--- config.mk ---
export PLATFORM = sky130hd
export DESIGN_NAME = ready_queue_dispatcher_top
export DESIGN_NICKNAME = d
export VERILOG_FILES = /design/src/rtl/rqd_pkg.sv /design/src/rtl/ready_queue_dispatcher_top.sv /design/src/rtl/rqd_ram.sv /design/src/rtl/rqd_front.sv /design/src/rtl/rqd_exec.sv
export SDC_FILE = /design/constraint.sdc
export NUM_CORES = 1
export LEC_CHECK = 0
export BUFFER_PORTS_ARGS = -buffer_cell sky130_fd_sc_hd__buf_2
export CORE_UTILIZATION = 50
export CTS_CLUSTER_SIZE = 10
export DETAILED_ROUTE_END_ITERATION = 10
export PLACE_DENSITY = 0.65
export REMOVE_ABC_BUFFERS = 1
export SLEW_MARGIN = 20
export SYNTH_ARGS = -nofsm -noshare
export SYNTH_HDL_FRONTEND = slang
export SYNTH_HIERARCHICAL = 1
export SYNTH_SLANG_ARGS = --single-unit
export TNS_END_PERCENT = 20
--- constraint.sdc ---
create_clock -name clk -period 5.1 [get_ports clk]
set_clock_uncertainty 0.05 [all_clocks]
set_input_delay 0.51 -clock clk [delete_from_list [all_inputs] [get_ports clk]]
set_output_delay 0.51 -clock clk [all_outputs]
set_load 0.01 [all_outputs]
--- src/rtl/rqd_pkg.sv ---
// ---------------------------------------------------------------------------
// Ready queue dispatcher package
// Shared types and codes for the ready queue dispatcher.
// ---------------------------------------------------------------------------
package rqd_pkg;

  localparam logic [1:0] FCFS       = 2'd0;
  localparam logic [1:0] RR         = 2'd1;
  localparam logic [1:0] SJF        = 2'd2;
  // The spare mode code dispatches like first come first served.
  localparam logic [1:0] MODE_SPARE = 2'd3;

  localparam logic [1:0] ST_INSERTED   = 2'd0;
  localparam logic [1:0] ST_DISPATCHED = 2'd1;
  localparam logic [1:0] ST_EMPTY      = 2'd2;
  localparam logic [1:0] ST_FULL       = 2'd3;

  localparam logic CMD_INSERT   = 1'b0;
  localparam logic CMD_DISPATCH = 1'b1;

  localparam logic CFG_SCHED_MODE = 1'b0;
  localparam logic CFG_TIME_SLICE = 1'b1;

  localparam logic [15:0] TIME_SLICE_RESET = 16'd50;

  typedef struct packed {
    logic        cmd;
    logic [3:0]  thread_id;
    logic [15:0] burst_time;
  } in_item_t;

  typedef struct packed {
    logic [1:0]  status;
    logic [3:0]  out_thread;
    logic [15:0] run_time;
    logic [15:0] remaining_time;
    logic        job_finished;
  } out_item_t;

  typedef enum logic [2:0] {
    S_IDLE,
    S_SCAN,
    S_PICK,
    S_SHIFT,
    S_DONE
  } exec_state_t;

endpackage

--- src/rtl/ready_queue_dispatcher_top.sv ---
// An insert or an empty dispatch goes from the idle state straight to the result register;
// a job dispatch passes the scan, pick and done states, with shift states between pick and
// done when SJF picks a slot behind the head. SJF scans every queued job. Throughput: one
// insert per cycle while the output does not stall; a job dispatch holds the engine busy.
// A two-entry front queue and an output register let both ports stall on their own.
// Reset (rst, synchronous) empties the queue and sets FCFS with slice 50.
// ---------------------------------------------------------------------------
// Ready queue dispatcher top level
// Configuration registers, front queue and execution engine.
// ---------------------------------------------------------------------------
module ready_queue_dispatcher_top #(
  parameter int QUEUE_DEPTH = 16
) (
  input  logic               clk,
  input  logic               rst,
  input  logic               in_valid,
  output logic               in_stall,
  input  rqd_pkg::in_item_t  in_item,
  output logic               out_valid,
  input  logic               out_stall,
  output rqd_pkg::out_item_t out_item,
  input  logic               cfg_we,
  input  logic               cfg_index,
  input  logic [15:0]        cfg_data
);

  logic              cmd_valid;
  logic              cmd_take;
  rqd_pkg::in_item_t cmd_item;
  logic [1:0]        sched_mode;
  logic [15:0]       time_slice;

  always_ff @(posedge clk) begin
    if (rst) begin
      sched_mode <= rqd_pkg::FCFS;
      time_slice <= rqd_pkg::TIME_SLICE_RESET;
    end else if (cfg_we) begin
      case (cfg_index)
        rqd_pkg::CFG_SCHED_MODE: sched_mode <= cfg_data[1:0];
        rqd_pkg::CFG_TIME_SLICE: time_slice <= cfg_data;
        default: begin
        end
      endcase
    end
  end

  rqd_front u_front (
    .clk      (clk),
    .rst      (rst),
    .in_valid (in_valid),
    .in_stall (in_stall),
    .in_item  (in_item),
    .cmd_valid(cmd_valid),
    .cmd_take (cmd_take),
    .cmd_item (cmd_item)
  );

  rqd_exec #(.QUEUE_DEPTH(QUEUE_DEPTH)) u_exec (
    .clk       (clk),
    .rst       (rst),
    .cmd_valid (cmd_valid),
    .cmd_take  (cmd_take),
    .cmd_item  (cmd_item),
    .sched_mode(sched_mode),
    .time_slice(time_slice),
    .out_valid (out_valid),
    .out_stall (out_stall),
    .out_item  (out_item)
  );

endmodule

--- src/rtl/rqd_ram.sv ---
// ---------------------------------------------------------------------------
// Generic RAM
// One write port and one read port with registered read data.
// ---------------------------------------------------------------------------
module rqd_ram #(
  parameter int WIDTH = 20,
  parameter int DEPTH = 16
) (
  input  logic                     clk,
  input  logic                     we,
  input  logic [$clog2(DEPTH)-1:0] waddr,
  input  logic [WIDTH-1:0]         wdata,
  input  logic [$clog2(DEPTH)-1:0] raddr,
  output logic [WIDTH-1:0]         rdata
);

  logic [WIDTH-1:0] mem [DEPTH];

  always_ff @(posedge clk) begin
    if (we) begin
      mem[waddr] <= wdata;
    end
    rdata <= mem[raddr];
  end

endmodule

--- src/rtl/rqd_front.sv ---
// ---------------------------------------------------------------------------
// Ready queue dispatcher front end
// Two-entry queue of accepted transactions between the input port and the
// execution engine.
// ---------------------------------------------------------------------------
module rqd_front (
  input  logic              clk,
  input  logic              rst,
  input  logic              in_valid,
  output logic              in_stall,
  input  rqd_pkg::in_item_t in_item,
  output logic              cmd_valid,
  input  logic              cmd_take,
  output rqd_pkg::in_item_t cmd_item
);

  rqd_pkg::in_item_t buf_item [2];
  logic              rd_ptr;
  logic              wr_ptr;
  logic [1:0]        fill;
  logic              push;
  logic              pop;

  assign in_stall  = (fill == 2'd2);
  assign push      = in_valid && !in_stall;
  assign cmd_valid = (fill != 2'd0);
  assign pop       = cmd_valid && cmd_take;
  assign cmd_item  = buf_item[rd_ptr];

  always_ff @(posedge clk) begin
    if (push) begin
      buf_item[wr_ptr] <= in_item;
    end
  end

  always_ff @(posedge clk) begin
    if (rst) begin
      rd_ptr <= 1'b0;
      wr_ptr <= 1'b0;
      fill   <= 2'd0;
    end else begin
      if (push) begin
        wr_ptr <= ~wr_ptr;
      end
      if (pop) begin
        rd_ptr <= ~rd_ptr;
      end
      fill <= fill + {1'b0, push} - {1'b0, pop};
    end
  end

endmodule

--- src/rtl/rqd_exec.sv ---
// ---------------------------------------------------------------------------
// Ready queue dispatcher execution engine
// Keeps the queue in a RAM as a circular buffer, scans for the shortest job
// in SJF, closes gaps one slot per cycle and holds the result for the output port.
// ---------------------------------------------------------------------------
module rqd_exec #(
  parameter int QUEUE_DEPTH = 16
) (
  input  logic               clk,
  input  logic               rst,
  input  logic               cmd_valid,
  output logic               cmd_take,
  input  rqd_pkg::in_item_t  cmd_item,
  input  logic [1:0]         sched_mode,
  input  logic [15:0]        time_slice,
  output logic               out_valid,
  input  logic               out_stall,
  output rqd_pkg::out_item_t out_item
);

  localparam int AW = $clog2(QUEUE_DEPTH);
  localparam int CW = $clog2(QUEUE_DEPTH + 1);
  localparam logic [CW-1:0] FULL_COUNT = CW'(QUEUE_DEPTH);
  localparam logic [AW-1:0] LAST_SLOT  = AW'(QUEUE_DEPTH - 1);

  rqd_pkg::exec_state_t state, state_next;

  logic [AW-1:0] head;
  logic [CW-1:0] job_count;
  logic [CW-1:0] issue_idx;
  logic [CW-1:0] rd_off;
  logic          rd_pend;
  logic [CW-1:0] scan_len;
  logic [CW-1:0] pick;
  logic [CW-1:0] dst;
  logic [15:0]   best;
  logic [3:0]    best_thread;
  logic          is_rr;
  logic          is_sjf;
  logic          rotate;
  logic          full_buf;
  logic          out_full;
  logic          out_free;
  logic          res_load;
  rqd_pkg::out_item_t res;

  logic          we;
  logic [AW-1:0] waddr;
  logic [19:0]   wdata;
  logic [AW-1:0] raddr;
  logic [19:0]   rdata;

  function automatic logic [AW-1:0] slot(input logic [AW-1:0] base,
                                         input logic [CW-1:0] off);
    logic [CW:0] sum;
    sum = {1'b0, CW'(base)} + {1'b0, off};
    if (sum >= (CW + 1)'(QUEUE_DEPTH)) begin
      sum = sum - (CW + 1)'(QUEUE_DEPTH);
    end
    return sum[AW-1:0];
  endfunction

  function automatic rqd_pkg::out_item_t mk_res(input logic [1:0]  st,
                                                input logic [3:0]  th,
                                                input logic [15:0] run,
                                                input logic [15:0] rem,
                                                input logic        fin);
    rqd_pkg::out_item_t r;
    r.status         = st;
    r.out_thread     = th;
    r.run_time       = run;
    r.remaining_time = rem;
    r.job_finished   = fin;
    return r;
  endfunction

  rqd_ram #(.WIDTH(20), .DEPTH(QUEUE_DEPTH)) u_ram (
    .clk  (clk),
    .we   (we),
    .waddr(waddr),
    .wdata(wdata),
    .raddr(raddr),
    .rdata(rdata)
  );

  assign is_rr     = (sched_mode == rqd_pkg::RR);
  assign is_sjf    = (sched_mode == rqd_pkg::SJF);
  assign rotate    = is_rr && (best > time_slice);
  assign scan_len  = is_sjf ? job_count : CW'(1);
  assign full_buf  = (job_count == FULL_COUNT);
  // The result register can take a new result when it is empty or drains now.
  assign out_free  = !out_full || !out_stall;
  assign cmd_take  = (state == rqd_pkg::S_IDLE) && cmd_valid && out_free;
  assign res_load  = ((state == rqd_pkg::S_IDLE) && cmd_take &&
                      (cmd_item.cmd == rqd_pkg::CMD_INSERT || job_count == '0)) ||
                     (state == rqd_pkg::S_DONE);
  assign out_valid = out_full;
  assign out_item  = res;

  always_comb begin
    state_next = state;
    case (state)
      rqd_pkg::S_IDLE: begin
        if (cmd_take && cmd_item.cmd == rqd_pkg::CMD_DISPATCH && job_count != '0) begin
          state_next = rqd_pkg::S_SCAN;
        end
      end
      rqd_pkg::S_SCAN: begin
        if (rd_pend && issue_idx == scan_len) begin
          state_next = rqd_pkg::S_PICK;
        end
      end
      rqd_pkg::S_PICK: begin
        state_next = (pick == '0) ? rqd_pkg::S_DONE : rqd_pkg::S_SHIFT;
      end
      rqd_pkg::S_SHIFT: begin
        if (dst == CW'(1)) begin
          state_next = rqd_pkg::S_DONE;
        end
      end
      rqd_pkg::S_DONE: begin
        state_next = rqd_pkg::S_IDLE;
      end
      default: begin
        state_next = rqd_pkg::S_IDLE;
      end
    endcase
  end

  // RAM port control.
  always_comb begin
    we    = 1'b0;
    waddr = slot(head, job_count);
    wdata = {cmd_item.thread_id, cmd_item.burst_time};
    raddr = slot(head, issue_idx);
    case (state)
      rqd_pkg::S_IDLE: begin
        we = cmd_take && cmd_item.cmd == rqd_pkg::CMD_INSERT && !full_buf;
      end
      rqd_pkg::S_PICK: begin
        raddr = slot(head, pick - CW'(1));
      end
      rqd_pkg::S_SHIFT: begin
        // Slot dst takes the entry read from slot dst-1 (toward the head).
        we    = 1'b1;
        waddr = slot(head, dst);
        wdata = rdata;
        raddr = slot(head, dst - CW'(2));
      end
      rqd_pkg::S_DONE: begin
        // The freed head slot is the new tail slot when the queue was full.
        we    = rotate;
        waddr = slot(head, job_count);
        wdata = {best_thread, best - time_slice};
      end
      default: begin
      end
    endcase
  end

  always_ff @(posedge clk) begin
    if (rst) begin
      state     <= rqd_pkg::S_IDLE;
      head      <= '0;
      job_count <= '0;
      out_full  <= 1'b0;
      rd_pend   <= 1'b0;
      issue_idx <= '0;
      res       <= '0;
    end else begin
      state <= state_next;
      if (res_load) begin
        out_full <= 1'b1;
      end else if (out_full && !out_stall) begin
        out_full <= 1'b0;
      end
      case (state)
        rqd_pkg::S_IDLE: begin
          issue_idx <= '0;
          rd_pend   <= 1'b0;
          if (cmd_take) begin
            if (cmd_item.cmd == rqd_pkg::CMD_INSERT) begin
              if (full_buf) begin
                res <= mk_res(rqd_pkg::ST_FULL, '0, '0, '0, 1'b0);
              end else begin
                res       <= mk_res(rqd_pkg::ST_INSERTED, '0, '0, '0, 1'b0);
                job_count <= job_count + CW'(1);
              end
            end else if (job_count == '0) begin
              res <= mk_res(rqd_pkg::ST_EMPTY, '0, '0, '0, 1'b0);
            end
          end
        end
        rqd_pkg::S_SCAN: begin
          // One slot a cycle; the read issued last cycle returns now.
          if (rd_pend && (rd_off == '0 || rdata[15:0] < best)) begin
            best        <= rdata[15:0];
            best_thread <= rdata[19:16];
            pick        <= rd_off;
          end
          if (issue_idx != scan_len) begin
            rd_pend   <= 1'b1;
            rd_off    <= issue_idx;
            issue_idx <= issue_idx + CW'(1);
          end else begin
            rd_pend <= 1'b0;
          end
        end
        rqd_pkg::S_PICK: begin
          dst <= pick;
        end
        rqd_pkg::S_SHIFT: begin
          dst <= dst - CW'(1);
        end
        rqd_pkg::S_DONE: begin
          head <= (head == LAST_SLOT) ? '0 : head + AW'(1);
          if (rotate) begin
            res <= mk_res(rqd_pkg::ST_DISPATCHED, best_thread, time_slice,
                          best - time_slice, 1'b0);
          end else begin
            res       <= mk_res(rqd_pkg::ST_DISPATCHED, best_thread, best, '0, 1'b1);
            job_count <= job_count - CW'(1);
          end
        end
        default: begin
        end
      endcase
    end
  end

endmodule

Word level (Yosys, flattened, before mapping)
Memories as Yosys holds them, arrays and structs flattened. A register that Yosys moved wholly into a read port is not among the register bits.
Index checks and enable logic that the tools add are counted.
{"block": "classes", "n_addsub": 20, "magnitude_cmp": 7, "eq_ne": 21, "mux": 40, "bitwise": 5, "n_reduce_logical": 41}
{"operator": "39-bit two-way mux", "count": 4}
{"operator": "39-bit one-hot mux with 2 select lines", "count": 1}
{"operator": "20-bit one-hot mux with 2 select lines", "count": 1}
{"operator": "33-bit two-way mux", "count": 1}
{"operator": "4-bit by 5-bit adder with 6-bit output", "count": 5}
{"operator": "6-bit by 5-bit greater-or-equal comparator with 1-bit output (second input constant)", "count": 5}
{"operator": "5-bit two-way mux", "count": 6}
{"operator": "5-bit one-hot mux with 2 select lines", "count": 3}
{"operator": "4-bit two-way mux", "count": 7}
{"operator": "4-bit by 1-bit subtractor with 4-bit output (second input constant)", "count": 5}
{"operator": "16-bit greater-than comparator", "count": 1}
{"operator": "16-bit less-than comparator", "count": 1}
{"operator": "16-bit subtractor", "count": 1}
{"operator": "5-bit logical NOT", "count": 3}
{"operator": "5-bit by 1-bit subtractor with 5-bit output (second input constant)", "count": 3}
{"operator": "1-bit logical AND", "count": 14}
{"operator": "3-bit two-way mux", "count": 4}
{"operator": "3-bit one-hot mux with 4 select lines", "count": 1}
{"operator": "3-bit AND reduction", "count": 4}
{"operator": "5-bit by 1-bit adder with 5-bit output (second input constant)", "count": 2}
{"operator": "2-bit nonzero test", "count": 5}
{"operator": "1-bit two-way mux", "count": 9}
{"operator": "2-bit by 1-bit != test with 1-bit output (second input constant)", "count": 4}
{"operator": "2-bit != test (second input constant)", "count": 4}
{"operator": "25 further kinds", "count": 40}
{"block": "totals", "regBits": 115, "mem_bits_rw": 362, "inputBits": 43, "out_inout_bits": 41, "word_cells": 157, "mem_count": 2}
{"memory": "u_exec.u_ram.mem", "depth": 16, "word_bits": 20, "read_ports": 1, "rd_ports_with_merged_regs": 1, "write_ports": 1, "line_no": "rqd_ram.sv:17", "rtl": "logic [WIDTH-1:0] mem [DEPTH];"}
{"memory": "u_front.buf_item", "depth": 2, "word_bits": 21, "read_ports": 1, "rd_ports_with_merged_regs": 1, "write_ports": 1, "line_no": "rqd_front.sv:17", "rtl": "rqd_pkg::in_item_t buf_item [2];"}

Depth between registers and ports, before layout
Gate-level depths: netlist (run 1).
{"block": "logic_depth", "depth_word": 8, "ltp_mapped": 14, "mapped_depth_nobuf": 13}

Hierarchy
The synthesis (run 1) kept the hierarchy.
{"mod": "rqd_ram", "instances": 1, "cells_per_inst": 533, "area_per_inst_um2": 12530.8, "seq_area_each_um2": 10009.6}
{"mod": "rqd_exec", "instances": 1, "cells_per_inst": 631, "area_per_inst_um2": 5728.0, "seq_area_each_um2": 2212.1}
{"mod": "rqd_front", "instances": 1, "cells_per_inst": 92, "area_per_inst_um2": 1744.2, "seq_area_each_um2": 1361.3}
{"mod": "ready_queue_dispatcher_top", "instances": 1, "cells_per_inst": 78, "area_per_inst_um2": 777.0, "seq_area_each_um2": 360.3}

Least setup slack after synthesis (run 1)
OpenSTA, ideal clock, no wires.
{"block": "synth_path", "path_kind": "register -> register", "from": "reg u_exec.state[0]", "to": "mem u_exec.u_ram.mem[0][0] (enable)", "setup_time_ps": 422, "arrival_ps": 4245, "t_required_ps": 4628, "slack_ps": 383, "path_stages_with_launch": 15, "n_path_buf": 3, "period_less_slack_ps": 4717, "cell_sequence": "dfxtp_1 buf_2 inv_1 nor2_1 clkbuf_1 buf_1 nand2_1 o21ai_0 ha_1 a21o_1 a21oi_1 xnor2_1 xnor2_1 or3b_2 nor3_1"}
{"block": "synth_between", "word_cells_on_any_way": 11, "classes_between": "eq/ne (2); mux (4); reduce/logical (5)"}
{"item": "from (decl)", "line_no": "rqd_exec.sv:26", "rtl": "rqd_pkg::exec_state_t state, state_next;"}
{"item": "from (signal assigned)", "line_no": "rqd_exec.sv:163", "rtl": "state <= rqd_pkg::S_IDLE;"}
{"item": "from (signal assigned)", "line_no": "rqd_exec.sv:171", "rtl": "state <= state_next;"}
{"item": "3-bit by 2-bit == test with 1-bit output", "line_no": "rqd_exec.sv:136", "rtl": "case (state)"}
{"item": "4-bit two-way mux"}
{"item": "named net u_exec.waddr[3]", "line_no": "rqd_exec.sv:48", "rtl": "logic [AW-1:0] waddr;"}
{"item": "to (decl)", "line_no": "rqd_ram.sv:17"}
The timed path passes the listed nets, and every way through them passes these cells.

Worst setup path after layout (run 1)
{"block": "layout_path", "from": "reg u_exec.state[2]", "to": "mem u_exec.u_ram.mem[0][19] (enable)"}
Same word-level chain as after synthesis.

==> summary.md, run 1 <==
| Metric | Value |
|---|---|
| Final Hold Fails | `0` |
| Largest net degree at the start of global routing | `53` |
| # rows | `74` |
| Post-synth top area share | `57.4%` |
| Fin. max-slew vios | `0` |
| Starting Density | `50.8%` |
| CTS sink cnt | `498` |
| Synthesized instance count | `approximately 1,300` |
| Nets | `1,557` |
| Hold-fix buffers, CTS | `9` |
| Core Util, Final | `about 58%` |
| CTS Root Cell | `clkbuf_16` |
| CP Launch Type | `flip-flop` |
| Initial antenna violation count | `0` |
| CTS buffer count | `57` |
| Crit path arrival time | `between 4000 and 5000 ps` |
| Synth Warn # | `6` |
| Final setup violation count | `0` |
| Post-Place Cells | `1,925` |
| Post-CTS sizing | `0` |
| Clock-pin slew on the worst setup and hold paths | `60 ps` |
| Vias | `12,000` |
| Port Buffers | `83` |
| Worst Hold Class | `in -> reg` |
| Worst setup path start | `u_exec/state[2]` |
| Worst setup margin | `1170 ps` |
| Setup TNS | `0 ps` |
| Synth top cells by count | `edfxtp_1, dfxtp_1, nand2_1` |
| Max VDD drop | `0.318 mV` |
| Register area share after synthesis | `67.1%` |
| First-pass DRT Iterations | `5` |
| EDFF count, synth | `about 400` |
| CTS tree | `done` |
| Count leader, synth | `edfxtp_1` |
| Async SR Flop Fraction | `0%` |
| Share of cells above drive strength 1 | `roughly a fifth` |
| Fin crit share | `77.1%` |
| Placer Congestion | `0.908` |
| Number of global-route vias before repair | `11,900` |
| Post-synth top flop | `edfxtp_1` |
| Setup Buffers After CTS | `0` |
| Worst Min Path Start | `in_item[11]` |
| Die X | `roughly 200 um` |
| Fmax | `254 MHz` |
| Overall power | `10,300 uW` |
| Syn-to-layout area delta | `14.1%` |
| Most area-consuming cells after synthesis | `edfxtp_1, dfxtp_1, mux4_2, ha_1, a22oi_1` |
| RSZ-0062 raised after global routing | `no` |
| Leakage | `just over 0.008 uW` |
| Detail Placement HPWL | `30,000 um` |
| Remaining Overflow, GRT | `0` |
| DIE HEIGHT | `206 um` |
| Routed WL | `47,600 um` |
| Detailed-route wire length per cell | `between 20 and 25 um` |
| Drt via density | `5.91` |
| Fill count | `3,166` |
| Post-synth cell types | `74` |
| I/O pin cnt | `84` |
| Crit Path Category | `reg -> reg` |
| Core ar. | `40,900 um2` |
| Clock Tree Buf Depth | `3` |
| Area of the die | `42,400 um2` |
| Post-route ant nets | `0` |
| Max Cap Viol | `0` |
| CP max FO | `24` |
| Worst-skew pair later-pin latency | `630 ps` |
| Least-Margin Pin Slew | `approximately 1100 ps` |
| Synthesis-stage register bit count | `498` |
| Gr usage total | `23.0%` |
| Post-Synthesis Cell Area | `a little over 20,000 um2` |
| Synth area leader | `edfxtp_1` |
| Pwr dens | `434 nW/um2` |
| Non-Filler Instances | `2,037` |
| Critical R2R Launch | `u_exec/state[2]` |
| Final Critical Period | `around 4000 ps` |
| Slew Limit Headroom | `28.5%` |
| Post-synthesis area per instance | `15.6 um2` |
| DRC | `0` |
| Crit. End Element | `flip-flop` |
| H-Tree Depth | `2` |
| First-pass GRT wire length | `71,500 um` |
| Drt first-iter violations | `1,038` |
| Status | `completed` |
| Worst Path Required | `5330 ps` |
| Pre-CTS setup slack | `1200 ps` |
| N_diodes | `0` |
==> power breakdown <==
part	switching (uW)	total (uW)	internal, uW	leakage [uW]
combinational	955	1470	513	0.00302
sequential	139	5090	4950	0.00441
clock	1560	3730	2170	0.000814
total	2660	10300	7640	0.00825
==> metrics by stage <==
step | hold slack (ps) | area, um2
2_1_floorplan | 359 | 20400
3_3_place_gp | 371 | 21900
3_5_place_dp | 372 | 21900
4_1_cts | 3.19 | 23700
5_1_grt | 16.9 | 23700
6_report | 36.7 | 23700
==> worst max-delay path, stage by stage (launching register included) <==
cell      delay, ps
dfxtp_1         360
nand2b_1        330
nor2_4          570
o21ai_0         280
ha_1            330
a21o_1          150
a21oi_1         170
xnor2_1         170
xnor2_1         160
or3b_2          550
nor3_2          150
buf_4           330
==> final cells by class <==
cell class	instances	area (um2)	share of cell area, %
clock buffers	98	1640	6.92
clock inverters	5	66.3	0.280
inverters	58	218	0.918
multi-input cells	713	6350	26.8
flip-flops and latches	498	13900	58.8
well taps	532	666	2.81
repair buffers	133	826	3.48
==> worst paths after layout <==
check / end / slack [ps] / cells after the start
setup / recovery: u_exec/u_ram/mem[0][19] / 1170 / 11
hold / removal: u_front/buf_item[1][11] / 40 / 1
setup reg to reg: u_exec/u_ram/mem[0][19] / 1170 / 11
hold reg to reg: u_exec/best_thread[0] / 390 / 0
==> metal layers <==
metal  wire length (um)  share of wire, %  global-route usage [%]  vias up
met5                  0                 0                       0        -
met4               1540               3.2                    9.53        0
met3               2720               5.7                    3.12       82
met1              20900                44                    31.7     6124
li1                   -                 -                       -     5460
met2              22500                47                    37.0      382
==> logic make-up after synthesis <==
group / synth area share (%)
xor+xnor: 1.39
simple gates: 5.89
fa+ha+maj: 3.34
buf+inv: 2.78
flops: 67.1
compound gates: 8.33
mux: 11.2
==> cells in the final DEF (no fill, tap or decap), drive strengths merged, types with 6 or more instances in the layout <==
| cell type | Yosys | final |
|---|---|---|
| xnor2 | 17 | 17 |
| a21bo | 12 | 12 |
| o21ai | 44 | 44 |
| nand4 | 8 | 8 |
| clkbuf | 32 | 98 |
| edfxtp | 397 | 397 |
| dfxtp | 101 | 101 |
| mux2 | 24 | 24 |
| nand2 | 81 | 81 |
| nor2b | 12 | 12 |
| nand3 | 19 | 19 |
| nor2 | 76 | 76 |
| a22oi | 60 | 60 |
| mux2i | 18 | 18 |
| ha | 49 | 49 |
| buf | 33 | 124 |
| and3 | 6 | 6 |
| a21o | 9 | 9 |
| nand2b | 11 | 11 |
| o31ai | 7 | 7 |
| a21oi | 49 | 49 |
| a221o | 7 | 7 |
| a32oi | 8 | 8 |
| inv | 58 | 59 |
| a31oi | 8 | 8 |
| xor2 | 16 | 16 |
| nor3 | 21 | 21 |
| mux4 | 80 | 80 |
| dlygate4sd3 | 0 | 9 |
| o21a | 9 | 9 |
==> sequential cells by signal, indices dropped and copies added, names as in the netlist, 5 cells and up, named ones only <==
signal	cells
u_front/buf_item	42
u_exec/best	16
time_slice	16
u_exec/issue_idx	5
u_exec/u_ram/mem	320
u_exec/u_ram/rdata	20
u_exec/out_item	39
u_exec/pick	5
u_exec/dst	5
u_exec/job_count	5
u_exec/rd_off	5
Power figures use the tool's default switching activity.
==> inputs of run 2 (changes only) <==
Clock period 5.1 ns to 4.1 ns, I/O delays scaled along.
==> run 2 against run 1 <==
  * Die area did not move
  * Register-to-register slack got worse by 820 ps
  * Via count rose by 0.30%
  * Highest routed layer unchanged
  * First-iteration DRC count fell by 3.6%
  * Critical endpoint is now u_exec/u_ram/mem[1][11]
  * Non-clock buffer count rose by 34
  * Clock-buffer cell count rose by 5
  * Largest power group unchanged
  * Hold slack got worse by 9.4 ps
  * Combinational power rose by 33%
  * Global-route usage rose by 0.078 points
  * Power rose by 25%
  * Utilization rose by 0.90 points
==> summary.md, run 2 (synthesis results as in run 1) <==
| Metric | Value |
|---|---|
| Status | `completed (unchanged)` |
| Final Critical Period | `3750 ps (was 3930 ps)` |
| Starting Density | `50.8% (unchanged)` |
| Worst Path Required | `4370 ps (was 5330 ps)` |
| Final Hold Fails | `0 (unchanged)` |
| Worst-skew pair later-pin latency | `610 ps (was 630 ps)` |
| Fill count | `3,125 (was 3,166)` |
| Fin crit share | `91.4% (was 77.1%)` |
| Share of cells above drive strength 1 | `21.5% (was 21.4%)` |
| N_diodes | `0 (unchanged)` |
| Worst Min Path Start | `cfg_data[10] (was in_item[11])` |
| Max reg flops | `320 (unchanged)` |
| Drt first-iter violations | `1,001 (was 1,038)` |
| Critical R2R Launch | `u_exec/best[0] (was u_exec/state[2])` |
| Detailed-route wire length per cell | `23.1 um (was 23.4 um)` |
| CP Launch Type | `flip-flop (unchanged)` |
| Pre-CTS setup slack | `346 ps (was 1200 ps)` |
| Routed WL | `47,800 um (was 47,600 um)` |
| Post-route ant nets | `0 (unchanged)` |
| CTS sink cnt | `498 (unchanged)` |
| Largest net degree at the start of global routing | `34 (was 53)` |
| Gr usage total | `23.1% (was 23.0%)` |
| Worst setup path start | `u_exec/best[0] (was u_exec/state[2])` |
| Port Buffers | `83 (unchanged)` |
| # rows | `74 (unchanged)` |
| Placer Congestion | `0.843 (was 0.908)` |
| Fin. max-slew vios | `0 (unchanged)` |
| Sw frac | `26.3% (was 25.8%)` |
| H-Tree Depth | `2 (unchanged)` |
| Area of the die | `42,400 um2 (unchanged)` |
| Worst setup margin | `352 ps (was 1170 ps)` |
| DIE HEIGHT | `206 um (unchanged)` |
| First-pass DRT Iterations | `5 (unchanged)` |
| I/O pin cnt | `84 (unchanged)` |
| Largest Register | `u_exec/u_ram/mem (unchanged)` |
| Detail Placement HPWL | `31,900 um (was 30,000 um)` |
| CTS Root Cell | `clkbuf_16 (unchanged)` |
| Bufs and invs on worst path | `2 (was 1)` |
| DRC | `0 (unchanged)` |
| Nets | `1,590 (was 1,557)` |
| Crit path max-delay family | `simple AND/OR/NAND/NOR gates (unchanged)` |
| Syn-to-layout area delta | `15.9% (was 14.1%)` |
| Crit. End Element | `flip-flop (unchanged)` |
| Number of global-route vias before repair | `11,900 (about the same)` |
| Crit Path Category | `reg -> reg (unchanged)` |
| Max incr delay on CP | `580 ps (was 570 ps)` |
| Worst path cell trace | `inv_1, ha_1, fa_1, nor2b_1, o31a_1, o31a_1, o21ai_1, a21o_1, nand2_1, or3b_2, nor2_2, buf_12 (was nand2b_1, nor2_4, o21ai_0, ha_1, a21o_1, a21oi_1, xnor2_1, xnor2_1, or3b_2, nor3_2, buf_4)` |
| Max VDD drop | `0.361 mV (was 0.318 mV)` |
| Core ar. | `40,900 um2 (unchanged)` |
| Clock Tree Buf Depth | `3 (unchanged)` |
| Flop pwr share | `49.2% (was 49.4%)` |
| Die X | `206 um (unchanged)` |
| Final setup violation count | `0 (unchanged)` |
| Comb power frac | `15.2% (was 14.3%)` |
| Drt via density | `5.83 (was 5.91)` |
| Most frequent cells in the layout | `edfxtp_1, dfxtp_1, buf_2 (unchanged)` |
| Vias | `12,100 (was 12,000)` |
| Initial antenna violation count | `0 (unchanged)` |
| CP max stage cell | `or3b_2 (was nor2_4)` |
| Max Cap Viol | `0 (unchanged)` |
| Clk pwr share | `35.6% (was 36.3%)` |
| First-pass GRT wire length | `72,000 um (was 71,500 um)` |
| Switching pwr | `3380 uW (was 2660 uW)` |
| CTS tree | `done (unchanged)` |
| Internal | `9480 uW (was 7640 uW)` |
| Crit path arrival time | `4020 ps (was 4160 ps)` |
| Core Util, Final | `58.9% (was 57.9%)` |
| CTS buffer count | `56 (was 57)` |
| CP max FO | `15 (was 24)` |
| Slew Limit Headroom | `35.9% (was 28.5%)` |
| Most Frequent Cell on Critical Path | `o31a_1 (was xnor2_1)` |
| Min Hold Slack | `27.3 ps (was 36.7 ps)` |
| RSZ-0062 raised after global routing | `no (unchanged)` |
| Clock-pin slew on the worst setup and hold paths | `60 ps (about the same)` |
| Non-Filler Instances | `2,074 (was 2,037)` |
| Worst Hold Class | `in -> reg (unchanged)` |
| Leakage | `0.00840 uW (was 0.00825 uW)` |
| Pwr dens | `534 nW/um2 (was 434 nW/um2)` |
| Post-Place Cells | `1,937 (was 1,925)` |
| Least-Margin Pin Slew | `960 ps (was 1060 ps)` |
| Commonest non-fill, non-tap cell in the layout | `edfxtp_1 (unchanged)` |
| Fmax | `267 MHz (was 254 MHz)` |
| Remaining Overflow, GRT | `0 (unchanged)` |
-- run 2: path summary, 6_finish.rpt --
path,to,slack [ps],cells after the start
min,time_slice[10],30,3
max,u_exec/u_ram/mem[1][11],350,12
min reg2reg,u_exec/out_item[31],400,2
max reg2reg,u_exec/u_ram/mem[1][11],350,12
-- run 2: stage by stage --
| step | TNS [ps] | power, uW | area [um2] |
|---|---|---|---|
| after global placement | 0 | 8300 | 22100 |
| final | 0 | 12900 | 24100 |
| after global routing | 0 | 13400 | 24100 |
| after detailed placement | 0 | 8360 | 22100 |
| after CTS | 0 | 13000 | 24100 |
| after floorplan | -275850 | 7510 | 20400 |
-- run 2: metal layers --
layer / vias up / global-route usage (%) / part of all wire (%) / wire length [um]
met5: - / 0 / 0 / 0
met4: 0 / 7.01 / 2.1 / 990
met3: 65 / 4.48 / 7.8 / 3750
met2: 476 / 35.0 / 45 / 21500
met1: 6018 / 33.8 / 45 / 21600
li1: 5525 / - / - / -
-- run 2: power groups by stage --
stage / clock network, uW / registers, uW / logic (uW)
final: 4580 / 6330 / 1960
after global routing: 4880 / 6360 / 2110
after CTS: 4680 / 6330 / 1960
after detailed placement: 0 / 6430 / 1930
after global placement: 0 / 6420 / 1880
after floorplan: 0 / 6380 / 1130
-- run 2: what timing repair did --
| action | 4_1_cts | 5_1_grt |
|---|---|---|
| endpoints found under the setup margin | 0 | 0 |
| gates resized for setup | 0 | 0 |
| setup buffers | 0 | 0 |
| hold buffers | 31 | 0 |
| endpoints found under the hold margin | 52 | 0 |
-- run 2: cell type report --
type	count	area, um2	share of cell area (%)
clock inverters	3	66.3	0.275
repair buffers	167	1220	5.08
clock buffers	103	1620	6.72
inverters	58	218	0.904
multi-input cells	713	6350	26.4
flip-flops and latches	498	13900	57.9
well taps	532	666	2.76
-- run 2: worst register-to-register path: stages (launching register included) --
cell and delay, ps:
edfxtp_1 350, inv_1 60, ha_1 210, fa_1 380, nor2b_1 180, o31a_1 200, o31a_1 220, o21ai_1 130
a21o_1 300, nand2_1 190, or3b_2 580, nor2_2 360, buf_12 210
